$ cat src/sv/mia_pkg.sv
`default_nettype none
package mia_pkg;

  typedef enum logic [4:0] {
    K_MULT, K_MULTU, K_DIV, K_DIVU, K_ADD, K_ADDU, K_SUB, K_SUBU,
    K_DADD, K_DADDU, K_DSUB, K_DSUBU, K_SRAV, K_XOR, K_SLT, K_SLL,
    K_SRL, K_SRA, K_SLLV, K_SRLV
  } kind_e;

  localparam int unsigned NumCells = 32;

  typedef struct packed {
    logic [4:0]  kind;
    logic [63:0] operand_a;
    logic [63:0] operand_b;
    logic [4:0]  shift_amount;
  } in_t;

  typedef struct packed {
    logic [63:0] dest_value;
    logic        dest_write;
    logic [63:0] lo_value;
    logic [63:0] hi_value;
    logic        lohi_write;
  } out_t;

  // Word in flight along the divider row. For divides, rem and quo hold the
  // partial remainder and the dividend that shifts into the quotient; for all
  // other kinds wide carries the finished value or the raw product.
  typedef struct packed {
    logic        valid;
    kind_e       kind;
    logic        neg;
    logic        neg_r;
    logic        dz;
    logic [31:0] a_raw;
    logic [31:0] rem;
    logic [31:0] quo;
    logic [31:0] dvsr;
    logic [63:0] wide;
  } tok_t;

  function automatic logic [63:0] sext32(input logic [31:0] w);
    return {{32{w[31]}}, w};
  endfunction

endpackage
`default_nettype wire

$ cat src/sv/mia_back.sv
`default_nettype none
module mia_back (
  input  mia_pkg::tok_t tok_i,
  output mia_pkg::out_t res_o
);
  import mia_pkg::*;

  logic [63:0] prod;
  logic [31:0] q, r;

  assign prod = tok_i.neg ? 64'(-tok_i.wide) : tok_i.wide;
  assign q    = tok_i.neg ? 32'(-tok_i.quo) : tok_i.quo;
  assign r    = tok_i.neg_r ? 32'(-tok_i.rem) : tok_i.rem;

  always_comb begin
    res_o = '0;
    case (tok_i.kind)
      K_MULT, K_MULTU: begin
        res_o.lo_value   = sext32(prod[31:0]);
        res_o.hi_value   = sext32(prod[63:32]);
        res_o.dest_value = sext32(prod[31:0]);
        res_o.dest_write = 1'b1;
        res_o.lohi_write = 1'b1;
      end
      K_DIV, K_DIVU: begin
        res_o.lohi_write = 1'b1;
        if (tok_i.dz) begin
          // Divide by zero: a negative signed dividend gives a quotient of one.
          res_o.lo_value = (tok_i.kind == K_DIV && tok_i.a_raw[31]) ? 64'd1 : '1;
          res_o.hi_value = sext32(tok_i.a_raw);
        end else begin
          res_o.lo_value = sext32(q);
          res_o.hi_value = sext32(r);
        end
      end
      K_ADD, K_ADDU, K_SUB, K_SUBU, K_DADD, K_DADDU, K_DSUB, K_DSUBU,
      K_SRAV, K_XOR, K_SLT, K_SLL, K_SRL, K_SRA, K_SLLV, K_SRLV: begin
        res_o.dest_value = tok_i.wide;
        res_o.dest_write = 1'b1;
      end
      default: res_o = '0;
    endcase
  end
endmodule
`default_nettype wire

$ cat config.mk
export PLATFORM = sky130hd
export DESIGN_NAME = mia_back
export DESIGN_NICKNAME = d
export VERILOG_FILES = /design/src/sv/mia_pkg.sv /design/src/sv/mia_back.sv
export SDC_FILE = /design/constraint.sdc
export NUM_CORES = 1
export LEC_CHECK = 0
export BUFFER_PORTS_ARGS = -buffer_cell sky130_fd_sc_hd__buf_2
export CORE_AREA = 8 8 149 151
export DETAILED_ROUTE_END_ITERATION = 16
export DIE_AREA = 0 0 157 159
export MAX_ROUTING_LAYER = met4
export PLACE_DENSITY = 0.61
export SKIP_LAST_GASP = 1
export SLEW_MARGIN = 25
export SYNTH_ARGS = -nofsm -noshare
export SYNTH_HDL_FRONTEND = slang
export SYNTH_SLANG_ARGS = --single-unit
$ cat constraint.sdc
create_clock -name vclk -period 4.9
set_input_delay 0.735 -clock vclk [all_inputs]
set_output_delay 0.735 -clock vclk [all_outputs]
set_load 0.005 [all_outputs]
# Word-level counts from Yosys, hierarchy flattened
# Index checks and enable logic that the tools add are counted.
# op_classes
add_sub_neg	3
multipliers	0
n_div	0
magnitude_cmp	0
n_eq_ne	19
shifts	0
muxes	7
n_bitwise	0
reduce_logical	5
# ops
operator	count
129-bit one-hot mux with 2 select lines	1
65-bit one-hot mux with 2 select lines	1
128-bit 2-to-1 mux	1
64-bit 2-to-1 mux	2
32-bit 2-to-1 mux	2
32-bit negation	2
64-bit negation	1
5-bit by 4-bit equality test with 1-bit output, second input constant	8
5-bit by 3-bit equality test with 1-bit output, second input constant	4
5-bit equality test, second input constant	4
16-bit OR reduction	1
5-bit by 2-bit equality test with 1-bit output, second input constant	2
5-bit by 1-bit equality test with 1-bit output, second input constant	1
5-bit zero test	1
2-bit OR reduction	2
1-bit logical AND	1
# word_totals
ff_bits	0
latchBits	0
ram_bits	0
romBits	0
input_bits	201
elab_cells	34
mem_count	0

# Logic depth before layout (Yosys ltp)
# depth
ltp_word	5
depth_mapped	9
ltp_nobuf	8

# Worst setup path before layout
# OpenSTA, ideal clock, no wires.
# synth_timing
path_type	input to output
start	input port tok_i[49] (netlist name)
end	output port res_o[33] (netlist name)
arrival_time_ns	4.029
required_ns	4.165
setup_slack_ns	0.136
cell_stages	8
path_buffers	2
cell_sequence	buf_2 > or4_1 > nor3_1 > or4b_1 > o31ai_2 > xor2_1 > o22ai_1 > buf_4
# synth_rtl
element	line	text
start, declared	mia_back.sv:3	input mia_pkg::tok_t tok_i,
end, declared	mia_back.sv:4	output mia_pkg::out_t res_o

==> impl_metrics.toml <==
[run_status]
outcome = "finished, final reports clean"

[routing]
vias_per_cell = 5.489
drt_iter0_drc = 599
dr.pass1.iters = 5
drcViolationCount = 0
final_antenna_net_count = 0
vias = 7482
wl_mm = 29.11
wire_per_inst_um = 21.36

[worst_hold_path]
holdPathStages = 3
min-delay-path-class = "in2out"
worstHoldStart = "tok_i[10]"
min_to = "res_o[140]"

[synthesis]
syn_inst = 836
synth_commonest_cells = "nor2_1, o21ai_0, nand2_1"
ys_seq_area_share_pct = 0
synth_top_area_share_pct = 9.260
syn_area_um2 = 5391
synth.area.top_cells = "xor2_1, buf_4, xnor2_1"
synth_nets = 1040
synth_cell_type_count = 67
synthMostInstantiatedCell = "nor2_1"
yosysWarnings = 0
synth_largest_area_cell = "xor2_1"
avgSynthCellArea_um2 = 6.449

[placed_design]
port_buffers = 362
dp_hpwl_mm = 24.08
routabilityCongestion = 0.9114
dpl.cell_count = 1360
dpl-instance-area_um2 = 6984

[floorplan]
die-area_um2 = 24960
start_util_pct = 27.17
num_rows = 52
io-pin-count = 395
core_area_um2 = 19840
fp.dieH_um = 159
chipWidth_um = 157

[setup_path]
critPathLaunchType = "primary input"
cp-end-kind = "output port"
cp.required_ps = 4160
criticalPathCategory = "in2out"
worstPathArrival_ps = 3620
worstPathMaxFanout = 33

[sta]
period_minus_slack_ps = 4354
hold_viol_final = 0
setup_viol = 0
finalMaxSlewViolations = 0
worst_slew_pin_slew_ps = 868.6
setup-tns-final_ps = 0
fin_hold_ws_ps = 1793
timing.fmax_ghz = 0.2297
rsz0062_at_grt = "false"
maxSlewHeadroom_pct = 42.10
fin_crit_sh_pct = 88.87

[global_routing]
grt_max_degree = 74
grt_pass1_wl_mm = 42.42
antenna_found_initial = 3
grt_use_total_pct = 21.97
grt_pass1_vias = 7123
overflow = 0

[power_and_ir_drop]
power_w = 0.0005825
p_per_area_nw_per_um2 = 83.32
p_leak_nw = 3.453
ir_drop_mv = 0.03334

[final_layout]
drive_above_1_share_pct = 38.44
n_clock_buffer = 0
fin_cells = 1363
num-nets-final = 1296
area_growth_syn_to_layout_pct = 29.68
nFlopsAndLatches = 0
fin_area_um2 = 6992
register_area_um2 = 0

[clock_tree]
hold_buffers = 0
post_cts_buffers = 0
cts-resized-gates = 0

[job]
maxCapViolations = 0
[power breakdown]
part / switching [W] / leakage [nW] / internal, W
clock: 0 / 0.0000190 / 0.0000000000819
combinational: 0.000341 / 3.45 / 0.000241
sequential: 0 / 0 / 0
total: 0.000341 / 3.45 / 0.000241
[metal layers]
layer | up-vias | global-route usage [%] | part of all wire [%]
met2 | 396 | 37.41 | 48
met3 | 45 | 3.366 | 8.6
met5 | - | - | 0
li1 | 3602 | - | -
met1 | 3439 | 26.49 | 41
met4 | 0 | 5.463 | 2.8
[cell type report]
type	count	area, um^2
repair buffers	380	1962
diodes	3	7.507
well taps	270	337.8
multi-input cells	698	4639
fillers	2223	12850
inverters	12	45.04
[kinds of logic (layout without fill, tap and decap cells)]
family	Yosys count	after routing	synth area share, %
simple gates	278	278	27.43
buf+inv	138	392	14.39
mux	9	9	1.741
other cells	0	3	0
xor+xnor	105	105	17.06
compound gates	303	303	38.69
fa+ha+maj	3	3	0.6963
[critical path, cell delays in order]
cell and delay, ps:
buf_2 140, or4_1 590, nor3_1 370, or4b_1 500, o31ai_2 230, xor2_1 120
o22ai_2 680, buf_2 250
[cells in the final DEF (no fill, tap or decap), types with 4 or more instances in the layout]
master      n
nor4_1     13
a22o_1      5
or3_1      25
nor4_2      4
inv_1      11
nand2_1    68
nand4_1    10
o22ai_1    47
or4_1      15
a21oi_1    26
nand3_1    12
buf_4      18
o21ai_0    73
or2_2      10
xnor2_1    48
xor2_1     57
and4_1      4
o31ai_1    40
mux2i_1     6
buf_2     361
o21ai_1     5
or4_4       4
a21o_1     42
o41ai_1    21
o41ai_2     7
nor3_1     14
a22oi_1     6
nor2_1     74
nand2b_1    6
[stage by stage]
| stage | util, % | setup WS, ps |
|---|---|---|
| floorplan | - | 135.9 |
| global placement | 35.19 | 573.6 |
| detailed placement | 35.20 | 489.5 |
| CTS | 35.20 | 486.6 |
| global route | 35.23 | 263.3 |
| finish | 35.23 | 545.6 |
[worst max path at each step]
stage | startpoint | to | slack [ps] | depth (start not counted)
after floorplan | tok_i[49] | res_o[33] | 140 | 8
after global placement | tok_i[51] | res_o[56] | 570 | 8
after detailed placement | tok_i[51] | res_o[56] | 490 | 8
after CTS | tok_i[51] | res_o[56] | 490 | 8
after global routing | tok_i[51] | res_o[40] | 260 | 8
final | tok_i[51] | res_o[62] | 550 | 8
No activity file was read; power rests on OpenSTA's default activity.
