<file path="src/sv/mia_pkg.sv">
`default_nettype none
package mia_pkg;

  typedef enum logic [4:0] {
    K_MULT, K_MULTU, K_DIV, K_DIVU, K_ADD, K_ADDU, K_SUB, K_SUBU,
    K_DADD, K_DADDU, K_DSUB, K_DSUBU, K_SRAV, K_XOR, K_SLT, K_SLL,
    K_SRL, K_SRA, K_SLLV, K_SRLV
  } kind_e;

  localparam int unsigned NumCells = 32;

  typedef struct packed {
    logic [4:0]  kind;
    logic [63:0] operand_a;
    logic [63:0] operand_b;
    logic [4:0]  shift_amount;
  } in_t;

  typedef struct packed {
    logic [63:0] dest_value;
    logic        dest_write;
    logic [63:0] lo_value;
    logic [63:0] hi_value;
    logic        lohi_write;
  } out_t;

  // Word in flight along the divider row. For divides, rem and quo hold the
  // partial remainder and the dividend that shifts into the quotient; for all
  // other kinds wide carries the finished value or the raw product.
  typedef struct packed {
    logic        valid;
    kind_e       kind;
    logic        neg;
    logic        neg_r;
    logic        dz;
    logic [31:0] a_raw;
    logic [31:0] rem;
    logic [31:0] quo;
    logic [31:0] dvsr;
    logic [63:0] wide;
  } tok_t;

  function automatic logic [63:0] sext32(input logic [31:0] w);
    return {{32{w[31]}}, w};
  endfunction

endpackage
`default_nettype wire

</file>
<file path="src/sv/mia_cell.sv">
`default_nettype none
module mia_cell (
  input  logic          clk_i,
  input  logic          rst_ni,
  input  mia_pkg::tok_t tok_i,
  output mia_pkg::tok_t tok_o
);
  import mia_pkg::*;

  tok_t        tok_d, tok_q;
  logic [32:0] trial;

  // One restoring division step: one quotient bit per cell.
  always_comb begin
    tok_d = tok_i;
    trial = {tok_i.rem, tok_i.quo[31]} - {1'b0, tok_i.dvsr};
    if (!trial[32]) begin
      tok_d.rem = trial[31:0];
      tok_d.quo = {tok_i.quo[30:0], 1'b1};
    end else begin
      tok_d.rem = {tok_i.rem[30:0], tok_i.quo[31]};
      tok_d.quo = {tok_i.quo[30:0], 1'b0};
    end
  end

  always_ff @(posedge clk_i or negedge rst_ni) begin
    if (!rst_ni) begin
      tok_q <= '0;
    end else begin
      tok_q <= tok_d;
    end
  end

  assign tok_o = tok_q;
endmodule
`default_nettype wire

</file>
<file path="config.mk">
export PLATFORM = sky130hd
export DESIGN_NAME = mia_cell
export DESIGN_NICKNAME = d
export VERILOG_FILES = /design/src/sv/mia_pkg.sv /design/src/sv/mia_cell.sv
export SDC_FILE = /design/constraint.sdc
export NUM_CORES = 1
export LEC_CHECK = 0
export ABC_AREA = 1
export BUFFER_PORTS_ARGS = -buffer_cell sky130_fd_sc_hd__buf_2
export CAP_MARGIN = 5
export CORE_AREA = 2 2 156 158
export CTS_CLUSTER_SIZE = 30
export DETAILED_ROUTE_END_ITERATION = 10
export DIE_AREA = 0 0 158 160
export SLEW_MARGIN = 20
export SYNTH_ARGS = -nofsm -noshare
export SYNTH_HDL_FRONTEND = slang
export SYNTH_SLANG_ARGS = --single-unit
</file>
<file path="constraint.sdc">
create_clock -name clk_i -period 0.85 [get_ports clk_i]
set_input_delay 0.17 -clock clk_i [delete_from_list [all_inputs] [get_ports clk_i]]
set_output_delay 0.17 -clock clk_i [all_outputs]
set_load 0.05 [all_outputs]
</file>
-- Word level (Yosys, flattened, before mapping)
Cells that the tools add are included.
W data, S select, Z words.
- add/subtract/negate cells: 1
- muxes and demuxes: 1
- operators by type and width (kind ; number):
    $mux W64 ; 1
    $sub A33 B32 Y33 ; 1
- register bits after elaboration: 201
- input bits: 203
- output and inout port bits: 201
- word-level logic and storage cells: 12

-- Logic depth before layout (Yosys ltp)
- word-level depth: 2
- depth in mapped cells: 17

-- Worst setup path before layout
No wires, ideal clock.
- path kind: input port to flip-flop
- start point: input port tok_i[127] (netlist bit)
- end point: register tok_q (netlist bit tok_o[145])
- library setup time: 0.116 ns
- arrival time: 1.753 ns
- setup slack: -1.019 ns
- cell stages on the path: 16
- path buffers: 1
- cell sequence: inv_1 ha_1 fa_1 inv_1 nand2_1 nand2_1 nand3_1 nand2_2 nand2_1 nand2_2 nand2_2 nand3_1 nand2_4 buf_4 nand2_1 nand2_1
- RTL lines (element ; RTL line ; RTL):
    start: declaration ; mia_cell.sv:5 ; input mia_pkg::tok_t tok_i,
    end signal: assignment ; mia_cell.sv:30 ; tok_q <= tok_d;
    end: declaration ; mia_cell.sv:10 ; tok_t tok_d, tok_q;

==> flow_summary.json <==
{
  "status": "finished with violations",
  "failing_checks": "setup timing",
  "place.port_buffers": 403,
  "seq_area_sq_mm": 0.00503,
  "critPathKind": "in -> reg",
  "drt-met1-wl_um": 14600,
  "detail_route.vias_per_cell": 4.47,
  "fin_crit_ps": 1540,
  "die_y_um": 160,
  "critPathLaunchType": "primary input",
  "globalRouteOverflowTotal": 0,
  "setup_violations": 234,
  "synth_simple_gate_area_share_pct": 21.6,
  "synth.yosys.warnings": 0,
  "synthesis.area_sq_mm": 0.00819,
  "multiInputGateArea_sq_mm": 0.00309,
  "drc_violations_left": 0,
  "finalMaxSlewViolations": 0,
  "antenna_found_initial": 6,
  "worstPathRequired_ps": 1230,
  "report.final.hold_viol_count": 0,
  "min_from": "tok_i[132]",
  "largest_family_of_logic_cells_by_synthesized_area": "simple AND/OR/NAND/NOR gates",
  "synth_top_area_share_pct": 61.4,
  "detailedPlace.worstSlack_ps": -1250,
  "yosys_register_bits": 201,
  "number_of_flip_flops_under_the_largest_register_name": 201,
  "routed-via-count": 9010,
  "syn_to_final_growth_pct": 104,
  "maximum_capacitance_violations": 0,
  "crit_path_max_fanout": 4,
  "dpl-instance-area_sq_mm": 0.0119,
  "worst-slew-pin-transition_ps": 300,
  "max_freq_ghz": 0.650,
  "topRoutingLayerUsed": "met5",
  "drt.antenna.violating_nets": 0,
  "relSlewSlack_pct": 80.0,
  "finish.net_count": 1907,
  "synth_adder_area_share_pct": 5.13,
  "track_usage_pct": 29.3,
  "wl_um": 38100,
  "static_leakage_nw": 8.95,
  "synthesized_instance_count": 884,
  "setup_repair_after_global_routing_missed_its_margin": "yes",
  "post_synthesis_compound_gate_area_fraction_pct": 2.26,
  "initial_core_util_pct": 34.4,
  "gp_routability_congestion": 0.892,
  "synth.yosys.seq_area_share_pct": 61.4,
  "synth_area_leaders": "dfrtp_1 (61%), nand2_1 (15%), inv_1 (7.2%)",
  "post-synth-top-area-cell": "dfrtp_1",
  "fin_crit_sh_pct": 181,
  "drtPass1Iterations": 6,
  "synth_xor_xnor_area_share_pct": 1.60,
  "design.portCount": 404,
  "synth.net_count": 1120,
  "route.met3.wl_um": 2420,
  "fp.dieW_um": 158,
  "placement_rows": 57,
  "power_density_mw_per_mm2": 1840,
  "final_layout_size_suffix_gt1_share_pct": 43.9,
  "grt_pass1_wl_um": 55700,
  "wl_per_cell_um": 18.9,
  "met2WireLength_um": 19100,
  "cts_sink_cnt": 201,
  "cell_at_the_root_of_the_clock_tree": "clkbuf_16",
  "tns_ps": -93730,
  "grt_start_max_net_pins": 38,
  "min_to": "tok_o[133]",
  "first_global_vias": 9730,
  "core_area_sq_mm": 0.0238,
  "drtIter0Drc": 430,
  "clock_tree.htree_level_count": 1,
  "tritoncts": "done",
  "inserted_clock_buffers": 22,
  "layout.filler_cells": 1763,
  "postSynthAreaPerCell_sq_um": 9.27,
  "die-area_sq_mm": 0.0253,
  "place.detailed.hpwl_um": 25200,
  "portion_of_netlist_area_occupied_by_mux_cells_pct": 0,
  "max_buffers_root_to_sink": 3,
  "timing.final.ws_setup_ps": -688,
  "setup.worst_path.end_class": "flop",
  "irDropWorstVdd_v": 0.00132,
  "clkSlewWorstSetupHoldPaths_ps": 60,
  "timing.hold.worst_path_depth": 4,
  "arrival_worst_endpoint_ps": 1920,
  "synthDistinctLibCells": 25,
  "min_path_type": "in -> reg",
  "finalInstanceArea_sq_mm": 0.0167
}
[area by class of cell]
cell class / instances / area share, %
diodes: 4 / 0.0600
clock buffers: 30 / 3.67
clock inverters: 10 / 0.787
inverters: 159 / 3.62
multi-input cells: 518 / 18.5
flip-flops and latches: 201 / 30.2
well taps: 324 / 2.43
repair buffers: 769 / 40.8
[cell usage after synthesis]
cell / instances
nand3_1: 31
a21oi_1: 23
inv_1: 157
inv_2: 2
o21bai_1: 7
nand4_1: 8
nor3_1: 6
nor2_1: 38
nand2_4: 2
nor2_2: 1
buf_6: 3
dfrtp_1: 201
ha_1: 32
xnor2_1: 1
nand2_1: 335
xor2_1: 14
and2_1: 4
fa_1: 1
a21oi_2: 2
or2_1: 1
nand3b_1: 2
and3_1: 1
buf_4: 3
or2_2: 1
nand2_2: 8
[metal layers]
| metal | track usage (%) | up-vias |
|---|---|---|
| met5 | 0 | - |
| met1 | 34.7 | 4327 |
| met4 | 11.6 | 4 |
| met3 | 5.70 | 106 |
| li1 | - | 4235 |
| met2 | 51.8 | 338 |
[worst max-delay path, cell delays in order]
cell and delay, ps:
buf_2 110, inv_1 120, ha_4 240, nand2_2 100, inv_1 50, a21oi_2 170, nand2_2 90, buf_4 130
buf_4 140, nand2_1 80, nand2_2 90, buf_4 150, xor2_2 140, nand2_2 70, nand2_2 60
[cell families (layout without fill, tap and decap cells)]
group           after synthesis  in the layout
flops                       201            201
fa+ha+maj                    33             33
simple gates                438            438
compound gates               32             32
buf+inv                     165            968
xor+xnor                     15             15
other cells                   0              4
[placed cells by master, fill, tap and decap left out, types with 24 or more instances in the layout]
cell type        n
nand2_2         73
dlygate4sd3_1  200
buf_4          145
inv_1          155
buf_2          199
buf_6          207
nand3_1         25
nor2_1          34
dfrtp_1        198
nand2_4         24
nand2_1        246
clkbuf_16       27
[metrics by stage]
stage / hold slack (ps) / power, mW / util (%) / instances
5_1_grt: 50.6 / 32.0 / 70.1 / 2013
6_report: 34.5 / 30.8 / 70.1 / 2015
3_3_place_gp: 58.1 / 18.2 / 49.9 / 1758
2_1_floorplan: -126 / 15.0 / - / 884
4_1_cts: 6.01 / 30.2 / 67.9 / 2005
3_5_place_dp: 56.4 / 18.2 / 49.9 / 1758
[what timing repair did]
action,CTS,global route
buffers inserted,6,2
gates cloned,2,4
endpoints found under the hold margin,400,0
gates resized for setup,459,99
hold buffers,200,0
pin swaps,7,24
setup endpoints to repair,234,234
[how the worst max path moves through the flow]
stage,startpoint,endpoint,slack (ps),cells after the start
2_1_floorplan,tok_i[127],tok_o[145],-870,17
3_3_place_gp,tok_i[127],tok_o[138],-1170,18
3_5_place_dp,tok_i[127],tok_o[128],-1250,18
4_1_cts,tok_i[127],tok_o[131],-640,18
5_1_grt,tok_i[77],tok_o[142],-830,14
6_report,tok_i[71],tok_o[140],-690,15
[power breakdown]
group | leakage (nW) | switching, mW | total [mW] | internal, mW
clock | 0.364 | 3.90 | 9.87 | 5.97
sequential | 2.36 | 0.413 | 10.7 | 10.3
combinational | 6.22 | 5.90 | 10.2 | 4.31
No activity file was read; power rests on OpenSTA's default activity.
